--- src/sv/packet_pixel_line_unpacker_macros.svh ---
// Assertion macros shared by the packet pixel line unpacker.
`ifndef PACKET_PIXEL_LINE_UNPACKER_MACROS_SVH
`define PACKET_PIXEL_LINE_UNPACKER_MACROS_SVH

// Same-cycle implication, checked outside reset.
`define PPLU_ASSERT_NOW(label, clk, rst_n, ante, cons, msg) \
  label: assert property (@(posedge clk) disable iff (!rst_n) (ante) |-> (cons)) \
    else $error(msg);

// Next-cycle implication, checked outside reset.
`define PPLU_ASSERT_NEXT(label, clk, rst_n, ante, cons, msg) \
  label: assert property (@(posedge clk) disable iff (!rst_n) (ante) |=> (cons)) \
    else $error(msg);

`endif

--- src/sv/pplu_pkg.sv ---
// Constants, types and geometry lookups for the packet pixel line unpacker.
package pplu_pkg;

  localparam int CHANNELS        = 16;
  localparam int CH_W            = $clog2(CHANNELS);
  localparam int PIXELS_PER_LINE = 7680;
  localparam int PAIRS_PER_LINE  = PIXELS_PER_LINE / 2;
  localparam int PAIR_W          = 12;
  localparam int ADDR_W          = 23;
  localparam int VOTE_W          = 10;
  localparam int MARKERS         = 4;

  localparam logic [15:0]       MIN_PACKET_LEN = 16'd11538;
  localparam logic [VOTE_W-1:0] VOTE_MAX       = 10'd1023;

  // Header byte positions
  localparam logic [15:0] POS_CHAN_HI = 16'd2;
  localparam logic [15:0] POS_CHAN_LO = 16'd3;
  localparam logic [15:0] POS_MARKER  = 16'd9;
  localparam logic [15:0] POS_LINE_HI = 16'd10;
  localparam logic [15:0] POS_LINE_LO = 16'd11;

  // Pixel data start positions
  localparam logic [15:0] START_SHORT = 16'd15;
  localparam logic [15:0] START_LONG  = 16'd16;

  // Mode markers and transmit modes with meaning
  localparam logic [1:0] MARKER_HALF   = 2'd2;
  localparam logic [1:0] MARKER_NARROW = 2'd3;
  localparam logic [3:0] TXMODE_A      = 4'd0;
  localparam logic [3:0] TXMODE_B      = 4'd8;

  // Phase within a three-byte pixel pair
  typedef enum logic [1:0] {
    PH_LOW  = 2'd0,
    PH_MID  = 2'd1,
    PH_HIGH = 2'd2
  } phase_t;

  // Frame geometry codes; the alias code behaves like the wide full frame
  typedef enum logic [1:0] {
    GEO_WIDE_FULL   = 2'd0,
    GEO_NARROW_FULL = 2'd1,
    GEO_WIDE_HALF   = 2'd2,
    GEO_ALIAS       = 2'd3
  } geo_t;

  function automatic logic [13:0] geo_width(input geo_t g);
    logic [13:0] w;
    unique case (g)
      GEO_NARROW_FULL: w = 14'd7296;
      GEO_WIDE_FULL,
      GEO_WIDE_HALF,
      GEO_ALIAS:       w = 14'd12096;
      default:         w = 14'd12096;
    endcase
    return w;
  endfunction

  function automatic logic [9:0] geo_height(input geo_t g);
    logic [9:0] h;
    unique case (g)
      GEO_WIDE_HALF: h = 10'd374;
      default:       h = 10'd748;
    endcase
    return h;
  endfunction

  function automatic logic [15:0] geo_limit(input geo_t g);
    logic [15:0] l;
    unique case (g)
      GEO_WIDE_HALF: l = 16'd588;
      default:       l = 16'd710;
    endcase
    return l;
  endfunction

  function automatic logic in_vote_window(input logic [15:0] ln);
    return (ln > 16'd50 && ln < 16'd70) || (ln > 16'd500 && ln < 16'd520) ||
           (ln > 16'd700 && ln < 16'd720);
  endfunction

endpackage

--- src/sv/packet_pixel_line_unpacker.sv ---
// Top level of the packet pixel line unpacker: header decode, pixel unpack, frame voting.
// The block takes one payload byte per cycle and gives at most one result per byte, a
// pixel write, a finished-frame report or both. A byte is held in the input
// register, where header decode, pixel unpacking and the per-channel vote update run in
// one pass, and its result is registered in the output register before it is offered.
// The sustained rate is one byte per cycle; the only stall comes from the result side
// holding out_ready low. The line base address (line times the line pitch) is formed by
// one multiplier when the line number bytes arrive and is registered before the pixel
// bytes use it. Per-channel votes, modes and geometry live in flip-flops and are cleared
// at reset.
module packet_pixel_line_unpacker
  import pplu_pkg::*;
(
  input  logic        clk,
  input  logic        rst_n,
  input  logic        in_valid,
  output logic        in_ready,
  input  logic [7:0]  in_payload_byte,
  input  logic        in_first_byte,
  input  logic        in_last_byte,
  input  logic [15:0] in_payload_length,
  output logic        out_valid,
  input  logic        out_ready,
  output logic        out_pixel_valid,
  output logic [15:0] out_pixel_value,
  output logic [22:0] out_pixel_address,
  output logic [3:0]  out_source_channel,
  output logic        out_frame_done,
  output logic [1:0]  out_frame_mode,
  output logic [13:0] out_frame_width,
  output logic [9:0]  out_frame_height
);

`include "packet_pixel_line_unpacker_macros.svh"

  // Input register
  logic        in_v_r;
  logic [7:0]  byte_r;
  logic        first_r;
  logic        last_r;
  logic [15:0] len_r;

  // Packet state
  logic [15:0]       pos_r,   pos_nxt;
  logic              drop_r,  drop_nxt;
  logic [3:0]        ch_r,    ch_nxt;
  logic [15:0]       line_r,  line_nxt;
  logic [1:0]        mark_r,  mark_nxt;
  logic [3:0]        tmode_r, tmode_nxt;
  logic [7:0]        held_r,  held_nxt;
  logic [PAIR_W-1:0] pair_r,  pair_nxt;
  phase_t            phase_r, phase_nxt;
  logic [ADDR_W-1:0] base_r,  base_nxt;

  // Per-channel state
  logic [VOTE_W-1:0] vote_r [CHANNELS][MARKERS];
  logic [1:0]        mode_r [CHANNELS];
  geo_t              geo_r  [CHANNELS];

  // Output register
  logic              out_v_r;
  logic              pix_r;
  logic [15:0]       pval_r;
  logic [ADDR_W-1:0] paddr_r;
  logic [3:0]        och_r;
  logic              done_r;
  logic [1:0]        fmode_r;
  logic [13:0]       fw_r;
  logic [9:0]        fh_r;

  // Working signals
  logic [15:0]       pos_cur, line_cur;
  logic              drop_cur;
  logic [3:0]        ch_cur, tmode_cur;
  logic [1:0]        mark_cur;
  logic [7:0]        held_cur;
  logic [PAIR_W-1:0] pair_cur;
  phase_t            phase_cur;
  logic [ADDR_W-1:0] base_cur;
  logic [CH_W-1:0]   slot;
  geo_t              geo;
  logic [15:0]       start_pos;
  logic [15:0]       limit;
  logic [11:0]       px;
  logic              pix, done, produce, adv, end_pkt;
  logic [15:0]       pval;
  logic [ADDR_W-1:0] paddr;
  logic [1:0]        fmode;
  logic [13:0]       fw;
  logic [9:0]        fh;
  logic [VOTE_W-1:0] row   [MARKERS];
  logic [VOTE_W-1:0] row_nxt [MARKERS];
  logic [VOTE_W-1:0] best_cnt;
  logic [1:0]        best;
  logic [1:0]        mode_nxt;
  geo_t              geo_upd;

  // Decode the held byte against packet state
  always_comb begin
    // Start a packet on the first byte
    pos_cur   = first_r ? 16'd0 : pos_r;
    drop_cur  = first_r ? (len_r < MIN_PACKET_LEN) : drop_r;
    ch_cur    = first_r ? 4'd0 : ch_r;
    line_cur  = first_r ? 16'd0 : line_r;
    mark_cur  = first_r ? 2'd0 : mark_r;
    tmode_cur = first_r ? 4'd0 : tmode_r;
    held_cur  = first_r ? 8'd0 : held_r;
    pair_cur  = first_r ? '0 : pair_r;
    phase_cur = first_r ? PH_LOW : phase_r;
    base_cur  = first_r ? '0 : base_r;

    pos_nxt   = pos_cur;
    drop_nxt  = drop_cur;
    ch_nxt    = ch_cur;
    line_nxt  = line_cur;
    mark_nxt  = mark_cur;
    tmode_nxt = tmode_cur;
    held_nxt  = held_cur;
    pair_nxt  = pair_cur;
    phase_nxt = phase_cur;
    base_nxt  = base_cur;

    pix   = 1'b0;
    pval  = '0;
    paddr = '0;
    px    = '0;
    done  = 1'b0;
    fmode = '0;
    fw    = '0;
    fh    = '0;
    best  = '0;
    best_cnt = '0;
    mode_nxt = '0;
    geo_upd  = GEO_WIDE_FULL;
    end_pkt  = 1'b0;
    for (int m = 0; m < MARKERS; m++) begin
      row[m]     = '0;
      row_nxt[m] = '0;
    end

    if (!drop_cur) begin
      // Pick header fields
      unique case (pos_cur)
        POS_CHAN_HI: begin
          ch_nxt    = {byte_r[2:0], 1'b0};
          tmode_nxt = {byte_r[1:0], 2'b00};
        end
        POS_CHAN_LO: begin
          ch_nxt    = ch_cur | {3'b000, byte_r[7]};
          tmode_nxt = tmode_cur | {2'b00, byte_r[7:6]};
        end
        POS_MARKER:  mark_nxt = byte_r[1:0];
        POS_LINE_HI: line_nxt = {byte_r, 8'h00};
        POS_LINE_LO: line_nxt = {line_cur[15:8], byte_r};
        default: ;
      endcase
      if (pos_cur == POS_LINE_HI || pos_cur == POS_LINE_LO) begin
        base_nxt = ADDR_W'(32'(line_nxt) * 32'(PIXELS_PER_LINE));
      end
    end

    slot  = ch_nxt[CH_W-1:0];
    geo   = geo_r[slot];
    limit = geo_limit(geo);
    start_pos = (mark_nxt == MARKER_HALF && (tmode_nxt == TXMODE_A || tmode_nxt == TXMODE_B))
              ? START_SHORT : START_LONG;

    if (!drop_cur) begin
      // Unpack two 12-bit pixels from each three bytes
      if (pos_cur >= start_pos && pair_cur < PAIR_W'(PAIRS_PER_LINE)) begin
        unique case (phase_cur)
          PH_LOW: begin
            held_nxt  = byte_r;
            phase_nxt = PH_MID;
          end
          PH_MID: begin
            px        = {byte_r[3:0], held_cur};
            pix       = (line_nxt <= limit);
            paddr     = base_cur + ADDR_W'({pair_cur, 1'b0});
            held_nxt  = byte_r;
            phase_nxt = PH_HIGH;
          end
          PH_HIGH: begin
            px        = {byte_r, held_cur[7:4]};
            pix       = (line_nxt <= limit);
            paddr     = base_cur + ADDR_W'({pair_cur, 1'b1});
            pair_nxt  = pair_cur + PAIR_W'(1);
            phase_nxt = PH_LOW;
          end
          default: phase_nxt = PH_LOW;
        endcase
        if (pix) begin
          pval = {px, 4'h0};
        end else begin
          paddr = '0;
        end
      end

      // Advance the byte position, saturating
      if (pos_cur != 16'hFFFF) begin
        pos_nxt = pos_cur + 16'd1;
      end

      // Close the packet: frame report, mode vote, marker count
      if (last_r) begin
        end_pkt  = 1'b1;
        drop_nxt = 1'b1;
        for (int m = 0; m < MARKERS; m++) begin
          row[m] = vote_r[slot][m];
        end
        if (line_nxt == limit) begin
          done  = 1'b1;
          fmode = mode_r[slot];
          fw    = geo_width(geo);
          fh    = geo_height(geo);
          for (int m = 0; m < MARKERS; m++) begin
            row[m] = '0;
          end
        end
        mode_nxt = mode_r[slot];
        geo_upd  = geo;
        if (in_vote_window(line_nxt)) begin
          best_cnt = row[0];
          for (int m = 1; m < MARKERS; m++) begin
            if (row[m] > best_cnt) begin
              best_cnt = row[m];
              best     = 2'(m);
            end
          end
          if (best_cnt != '0) begin
            mode_nxt = best;
            if (best == MARKER_NARROW) begin
              geo_upd = GEO_NARROW_FULL;
            end else if (best == MARKER_HALF) begin
              geo_upd = GEO_WIDE_HALF;
            end
          end
        end
        for (int m = 0; m < MARKERS; m++) begin
          row_nxt[m] = row[m];
        end
        if (row[mark_nxt] < VOTE_MAX) begin
          row_nxt[mark_nxt] = row[mark_nxt] + VOTE_W'(1);
        end
      end
    end

    produce = pix || done;
  end

  // Handshake: move the held byte on unless its result finds the output full and out_ready low
  assign adv      = in_v_r && (!produce || !out_v_r || out_ready);
  assign in_ready = !in_v_r || adv;

  // Input register
  always_ff @(posedge clk) begin
    if (!rst_n) begin
      in_v_r <= 1'b0;
    end else if (in_valid && in_ready) begin
      in_v_r <= 1'b1;
    end else if (adv) begin
      in_v_r <= 1'b0;
    end
  end

  always_ff @(posedge clk) begin
    if (in_valid && in_ready) begin
      byte_r  <= in_payload_byte;
      first_r <= in_first_byte;
      last_r  <= in_last_byte;
      len_r   <= in_payload_length;
    end
  end

  // Packet and channel state
  always_ff @(posedge clk) begin
    if (!rst_n) begin
      pos_r   <= '0;
      drop_r  <= 1'b0;
      ch_r    <= '0;
      line_r  <= '0;
      mark_r  <= '0;
      tmode_r <= '0;
      held_r  <= '0;
      pair_r  <= '0;
      phase_r <= PH_LOW;
      base_r  <= '0;
      for (int c = 0; c < CHANNELS; c++) begin
        mode_r[c] <= '0;
        geo_r[c]  <= GEO_WIDE_FULL;
        for (int m = 0; m < MARKERS; m++) begin
          vote_r[c][m] <= '0;
        end
      end
    end else if (adv) begin
      pos_r   <= pos_nxt;
      drop_r  <= drop_nxt;
      ch_r    <= ch_nxt;
      line_r  <= line_nxt;
      mark_r  <= mark_nxt;
      tmode_r <= tmode_nxt;
      held_r  <= held_nxt;
      pair_r  <= pair_nxt;
      phase_r <= phase_nxt;
      base_r  <= base_nxt;
      if (end_pkt) begin
        mode_r[slot] <= mode_nxt;
        geo_r[slot]  <= geo_upd;
        for (int m = 0; m < MARKERS; m++) begin
          vote_r[slot][m] <= row_nxt[m];
        end
      end
    end
  end

  // Result register
  always_ff @(posedge clk) begin
    if (!rst_n) begin
      out_v_r <= 1'b0;
    end else if (adv && produce) begin
      out_v_r <= 1'b1;
    end else if (out_ready) begin
      out_v_r <= 1'b0;
    end
  end

  always_ff @(posedge clk) begin
    if (adv && produce) begin
      pix_r   <= pix;
      pval_r  <= pval;
      paddr_r <= paddr;
      och_r   <= ch_nxt;
      done_r  <= done;
      fmode_r <= fmode;
      fw_r    <= fw;
      fh_r    <= fh;
    end
  end

  assign out_valid          = out_v_r;
  assign out_pixel_valid    = pix_r;
  assign out_pixel_value    = pval_r;
  assign out_pixel_address  = paddr_r;
  assign out_source_channel = och_r;
  assign out_frame_done     = done_r;
  assign out_frame_mode     = fmode_r;
  assign out_frame_width    = fw_r;
  assign out_frame_height   = fh_r;

  // Checks
  `PPLU_ASSERT_NOW(a_result_has_content, clk, rst_n, out_v_r, pix_r || done_r, "empty result")
  `PPLU_ASSERT_NOW(a_pair_in_range, clk, rst_n, 1'b1,
                   pair_r <= PAIR_W'(PAIRS_PER_LINE), "pair overrun")
  `PPLU_ASSERT_NEXT(a_stall_holds_pos, clk, rst_n, in_v_r && !adv,
                    $stable(pos_r) && in_v_r, "stall moved state")
  `PPLU_ASSERT_NOW(a_frame_geometry, clk, rst_n, out_v_r && done_r,
                   (fh_r == 10'd374 && fw_r == 14'd12096) ||
                   (fh_r == 10'd748 && (fw_r == 14'd12096 || fw_r == 14'd7296)),
                   "bad frame geometry")

endmodule
--- config.mk ---
export PLATFORM = sky130hd
export DESIGN_NAME = packet_pixel_line_unpacker
export DESIGN_NICKNAME = d
export VERILOG_FILES = /design/src/sv/pplu_pkg.sv /design/src/sv/packet_pixel_line_unpacker.sv
export VERILOG_INCLUDE_DIRS = /design/src /design/src/sv
export SDC_FILE = /design/constraint.sdc
export NUM_CORES = 2
export LEC_CHECK = 0
export ABC_AREA = 1
export BUFFER_PORTS_ARGS = -buffer_cell sky130_fd_sc_hd__buf_2
export CORE_ASPECT_RATIO = 0.5
export CORE_UTILIZATION = 45
export CTS_CLUSTER_DIAMETER = 60
export CTS_CLUSTER_SIZE = 40
export DETAILED_ROUTE_END_ITERATION = 7
export PLACE_DENSITY = 0.62
export SYNTH_ARGS = -nofsm -noshare
export SYNTH_HDL_FRONTEND = slang
export SYNTH_SLANG_ARGS = --single-unit
export TNS_END_PERCENT = 20
--- constraint.sdc ---
create_clock -name clk -period 11.45 [get_ports clk]
set_input_delay 2.29 -clock clk [delete_from_list [all_inputs] [get_ports clk]]
set_output_delay 2.29 -clock clk [all_outputs]
set_load 0.005 [all_outputs]
Word-level counts from Yosys, hierarchy flattened
Memory sizes are Yosys's and may differ from the RTL's.
Cells that the tools add are included.
- memories kept: 3
- output and inout bits: 73
- RAM bits: 704
- bits of input ports: 30
- logic and storage cells: 215
- register bits: 187
- bitwise gates (word level): 7
- multipliers: 1
- multiplexer cells: 107
- equal/unequal tests: 16
- order comparisons: 16
- $add $sub $neg: 5
- reduce and logical (&&, ||, !) cells: 35
- memory list (name ; words ; bits a word ; rd ports ; clocked after memory_dff ; write ports ; RTL line ; text):
    vote_r ; 16 ; 40 ; 1 ; 0 ; 16 ; packet_pixel_line_unpacker.sv:56 ; logic [VOTE_W-1:0] vote_r [CHANNELS][MARKERS];
    geo_r ; 16 ; 2 ; 1 ; 0 ; 16 ; packet_pixel_line_unpacker.sv:58 ; geo_t geo_r [CHANNELS];
    mode_r ; 16 ; 2 ; 1 ; 0 ; 16 ; packet_pixel_line_unpacker.sv:57 ; logic [1:0] mode_r [CHANNELS];
- operators by type and width (cell ; count):
    $mux 40 ; 7
    $mux 10 ; 16
    $mux 16 ; 6
    $mux 23 ; 3
    $eq 16x4->1 const B ; 3
    $mux 12 ; 4
    $add 23x13->23 ; 2
    $mux 2 ; 23
    $pmux 23 s2 ; 1
    $bwmux 40 ; 1
    $mux 8 ; 5
    $reduce_or 40->1 ; 1
    $eq 16x2->1 const B ; 2
    $lt 16x10->1 const B ; 2
    $pmux 16 s2 ; 1
    $gt 10x10->1 ; 3
    $mux 4 ; 7
    $pmux 14 s2 ; 1
    $mux 1 ; 25
    $pmux 12 s2 ; 1
    $bmux 10 s2 ; 1
    $demux 10 s2 ; 1
    $add 16x1->16 const B ; 1
    $eq 16x16->1 ; 1
    34 further kinds ; 69

Longest topological paths before layout
An unclocked memory read counts as a cell.
- depth after elaboration: 34
- depth in mapped cells: 78
- depth with buffers taken out: 70

Least setup slack after synthesis
No wires, ideal clock.
- path kind: reg-to-reg
- start point: register first_r
- end point: memory mode_r[9][1] (data pin)
- data required time: 11.188 ns
- path buffers: 9
- clock period less this slack: 10.044 ns
- setup time: 0.262 ns
- cell stages (with the launch flop): 73
- setup slack: 1.406 ns
- data arrival time: 9.782 ns
- cells stage by stage: edfxtp_1 > buf_2 > buf_1 > buf_1 > nor2_1 > ha_1 > nand3_1 > nor2_1 > nand3_2 > inv_2 > nand2_2 > nand2_1 > o22ai_2 > inv_1 > nor2_1 > clkbuf_1 > buf_2 > o21ai_0 > (+37 left out) > ha_1 > nand2_1 > inv_1 > nand3_1 > a31oi_1 > a2111oi_0 > o211ai_1 > o21ai_0 > inv_1 > nand2_1 > nand2_1 > a21oi_1 > nand3_1 > nand3_1 > nand3_1 > nand2_1 > buf_4 > nor2_1
- RTL lines (item ; RTL line ; text):
    from (decl) ; packet_pixel_line_unpacker.sv:39 ; logic first_r;
    from (signal assigned) ; packet_pixel_line_unpacker.sv:269 ; first_r <= in_first_byte;
    to (decl) ; packet_pixel_line_unpacker.sv:57 ;

==> results.txt <==
Summed over all nets, the half-perimeter wirelength after detailed placement is 83910 um. The run gives 0 as the remaining design rule violation count. The portion of the clock cycle consumed by the worst path in the final layout is 0.9204. Entering global routing, the biggest net connects 169 pins. Of all nets on the critical path, the largest fanout is 24. The share of layout cells above drive strength 1 is 0.09027, and the count of max-cap constraint violations is 0. After synthesis, the most frequently instantiated cells are nand2_1 (1327), nor2_1 (1238), edfxtp_1 (777).

For the critical path data arrival time, the log shows 10.92 ns. Most common flop cell mapped by yosys: edfxtp_1. The repair_antennas step left the layout with diodes totalling 0.

For the pin with the worst max-slew slack, the measured transition is 1.051 ns. The congestion estimate from routability-driven global placement came to 0.9445. The largest single stage delay on the critical path is 0.49 ns. The run gives 82 as the number of rows in the core area. Initial core utilization: 0.4570. In this run, CTS created clock tree buffers numbering 46. The required time reported for the critical path endpoint is 11.83 ns.

After routing, the total negative slack on setup checks comes to 0 ns. The master of the slowest instance on the critical path was edfxtp_1. The worst register-to-register path ends at mode_r[1][1]$_SDFFCE_PN0P_. The total area inside the core boundary comes to 100900 um^2. Setup repair after global routing left no endpoint under its margin.

The worst hold path terminates at tmode_r[1]$_SDFFE_PN0P_. During synthesis, Yosys emitted a total of 0 warnings. The headroom to the max-slew limit is 0.2984, and the switching part of the total power is 0.3102.

The worst path in the final design needs a cycle of 10.54 ns, including I/O delays and setup. For this run, the detailed router's first-pass iteration total came to 5. The synthesized design contains 866 register bits. The remaining number of nets flagged by the antenna check after routing was 0; the area share of xor/xnor cells in the synthesized design was 0.005131. Global routing finished with a remaining overflow of 0. The average wire per cell in the routed design came out at 20.81 um. The tools report the total global-route track usage as 0.2674.

The startpoint of the tightest hold check path was tmode_r[1]$_SDFFE_PN0P_. After synthesis, the mean cell area works out to 8.434 um^2. The root buffer cell chosen for the clock tree is clkbuf_16. For this run, the post-layout net count is 5502.

The number of global-route vias before repair came out at 34470. In the post-synthesis netlist, the biggest area contributors are edfxtp_1 (51%), nand2_1 (11%), nor2_1 (10%). For this run, the top clock speed supported by timing is 94.89 MHz.

The worst min-delay path class was reg2reg. The post-synthesis adder-cell area fraction is 0.02900. The mux contribution to synthesized area works out to 0.0004615. Relative to the synthesized area, the layout overhead comes to 6.790%. The total length of routed wires was 140700 um; the area share of the largest cell type after synthesis was 0.5063. For the total die area, the log shows 103800 um^2.

The final count of hold timing violations was 0. The share of synthesized cell area in and, or, nand and nor gates was 0.2623. Counting flops with a built-in enable in the synthesized netlist gives 777. The critical path in this run is classified as reg2reg.

The element type at the critical path end was a flop. The part of the total power dissipated in sequential elements is 0.515. After the first detailed-routing iteration, the DRC count stood at 4102.

The power consumption was 6956 uW; the number of fill cells was 9588. Setup violations remaining at the end of the flow were counted as 0. The compound-cell area share of the yosys netlist works out to 0.07311.

After detailed placement, the design holds a cell count of 6675. In this run the tool buffered the top-level ports with 90 buffer cells. TritonCTS built the clock tree. STA classifies the critical path startpoint as a flop. The count of vias placed by the detailed router was 36830; the worst reg2reg path depth was 65. The run gives 0 as the number of pins exceeding their max-slew limit in the final report. Number of buffers between clock root and the deepest sink: 3. For the static leakage, the log shows 0.02037 uW. In this run the register-to-register setup slack is 0.91 ns. The total number of clock tree sinks came out at 866.

Across all setup checks in the final design, the least slack found is 0.9117 ns. The synthesized netlist contains 60 unique library cells. Largest voltage drop on the vdd net: 0.0001037 V. The worst register-to-register path begins at first_r$_DFFE_PP_.

Internal power comes to 4799 uW. Prior to clock tree synthesis, the placed netlist has a worst setup slack of 0.4124 ns. The synthesized netlist occupies a cell area of 46090 um^2. The post-synthesis cell type with the largest combined area was edfxtp_1.

Power spread over the standard cell area amounts to 141.3 nW/um^2. The die is 228.3 um tall. Dividing the detail-routed via count by the number of cells gives 5.447.

The clock share of power is 0.312, and the power spent charging and discharging nets is 2157 uW. The sequential cell area fraction in the yosys report came out at 0.5449. The clock reaches the later pin of the worst-skew pair after 0.67 ns. The async set or reset register ratio after synthesis works out to 0. The startpoint of the worst setup timing path is first_r$_DFFE_PP_. nand2_1 is the most common cell in the netlist. The core occupancy in the finished layout came out at 0.4880.

The number of primary I/O pins is 103, and the post-route non-filler standard cell count is 6761. The clock arrives with 0.05647 ns of skew. The count of cells along the worst hold path is 2, and the clock-pin slew reported for the worst setup and hold paths after clock tree synthesis is 0.10 ns.

In this run the number of H-tree levels came out at 2. The initial antenna violation count was 0. The combinational fraction of design power came out at 0.174.

The run finished with clean final reports. After technology mapping, the gate count stands at 5464. The largest family of logic cells by synthesized area is simple AND/OR/NAND/NOR gates. The floorplan step set the die width to 454.6 um. For the first-pass GRT wire length, the log shows 211300 um.
## routing by layer
metal	share of wire	up-vias	GRT usage
met1	0.44	17840	0.3863
met4	0.019	0	0.05808
met3	0.081	169	0.02894
li1	-	17300	-
met2	0.46	1521	0.4336
met5	0	-	0
## worst max path at each step
stage	to	slack, ns	cells after the start
final	mode_r[1][1]$_SDFFCE_PN0P_	0.91	65
after floorplan	mode_r[9][1]$_SDFFCE_PN0P_	1.41	72
after global routing	geo_r[6][0]$_SDFFCE_PN0P_	0.06	67
after detailed placement	mode_r[9][1]$_SDFFCE_PN0P_	0.41	64
after global placement	mode_r[10][1]$_SDFFCE_PN0P_	0.47	64
after CTS	mode_r[1][1]$_SDFFCE_PN0P_	0.37	64
## registers in the layout (all words and copies together), names as in the netlist, 8 cells and up
name / cells
out_pixel_address: 23
pos_r: 16
vote_r: 640
len_r: 15
byte_r: 8
geo_r: 32
line_r: 16
base_r: 23
out_pixel_value: 12
mode_r: 32
pair_r: 12
held_r: 8
## placed cells by master, fill, tap and decap left out, drive strengths merged, types with 25 or more instances in the layout
cell and instances:
a21oi 176, clkinv 25, buf 180, or2 53, ha 70, nand2 1353, edfxtp 777, o21ai 317
clkbuf 50, dfxtp 89, inv 582, nor2 1283, o22ai 40, nand3 209
## worst max-delay path: cells and delay by family (launching register included)
family,cells,cell delay [ns]
adder cells (fa/ha/maj),4,1.21
AND/OR/NAND/NOR,33,4.24
AO/OA/AOI/OAI,14,2.58
flip-flops,1,0.49
buffers and inverters,14,1.73
## repair_timing
action | CTS | global route
resized for setup | 0 | 12
hold buffers | 0 | 0
setup endpoints to repair | 0 | 64
setup buffers | 0 | 0
## cell families after synthesis
logic type                 count (synthesis)
AOI/OAI and AO/OA                        611
xor gates and xnor gates                  27
adders and majority gates                 93
buffers and inverters                    898
DFF                                      866
muxes                                      2
other                                      1
and+or+nand+nor                         2966
## cell type report
class / instances / area [um^2] / area share
Sequential cell: 866 / 25110 / 0.5103
Multi-Input combinational cell: 3710 / 17240 / 0.3504
Inverter: 575 / 2166 / 0.04401
Tap cell: 1344 / 1682 / 0.03417
Clock buffer: 50 / 1230 / 0.02499
Timing Repair Buffer: 180 / 1189 / 0.02415
Clock inverter: 36 / 590.6 / 0.01200
## power groups by stage
stage               sequential (uW)  clock [uW]  combinational, uW
floorplan                      3640           0                807
global placement               3650           0               1180
detailed placement             3650           0               1180
CTS                            3580        2180               1190
global route                   3590        2290               1340
finish                         3580        2170               1210
## stage by stage
step	cell area (um^2)	hold slack (ns)
after floorplan	46120	0.4245
after global placement	47360	0.4349
after detailed placement	47360	0.4436
after CTS	49180	0.4581
after global routing	49210	0.4793
final	49210	0.4557
(Power assumes the default switching activity.)
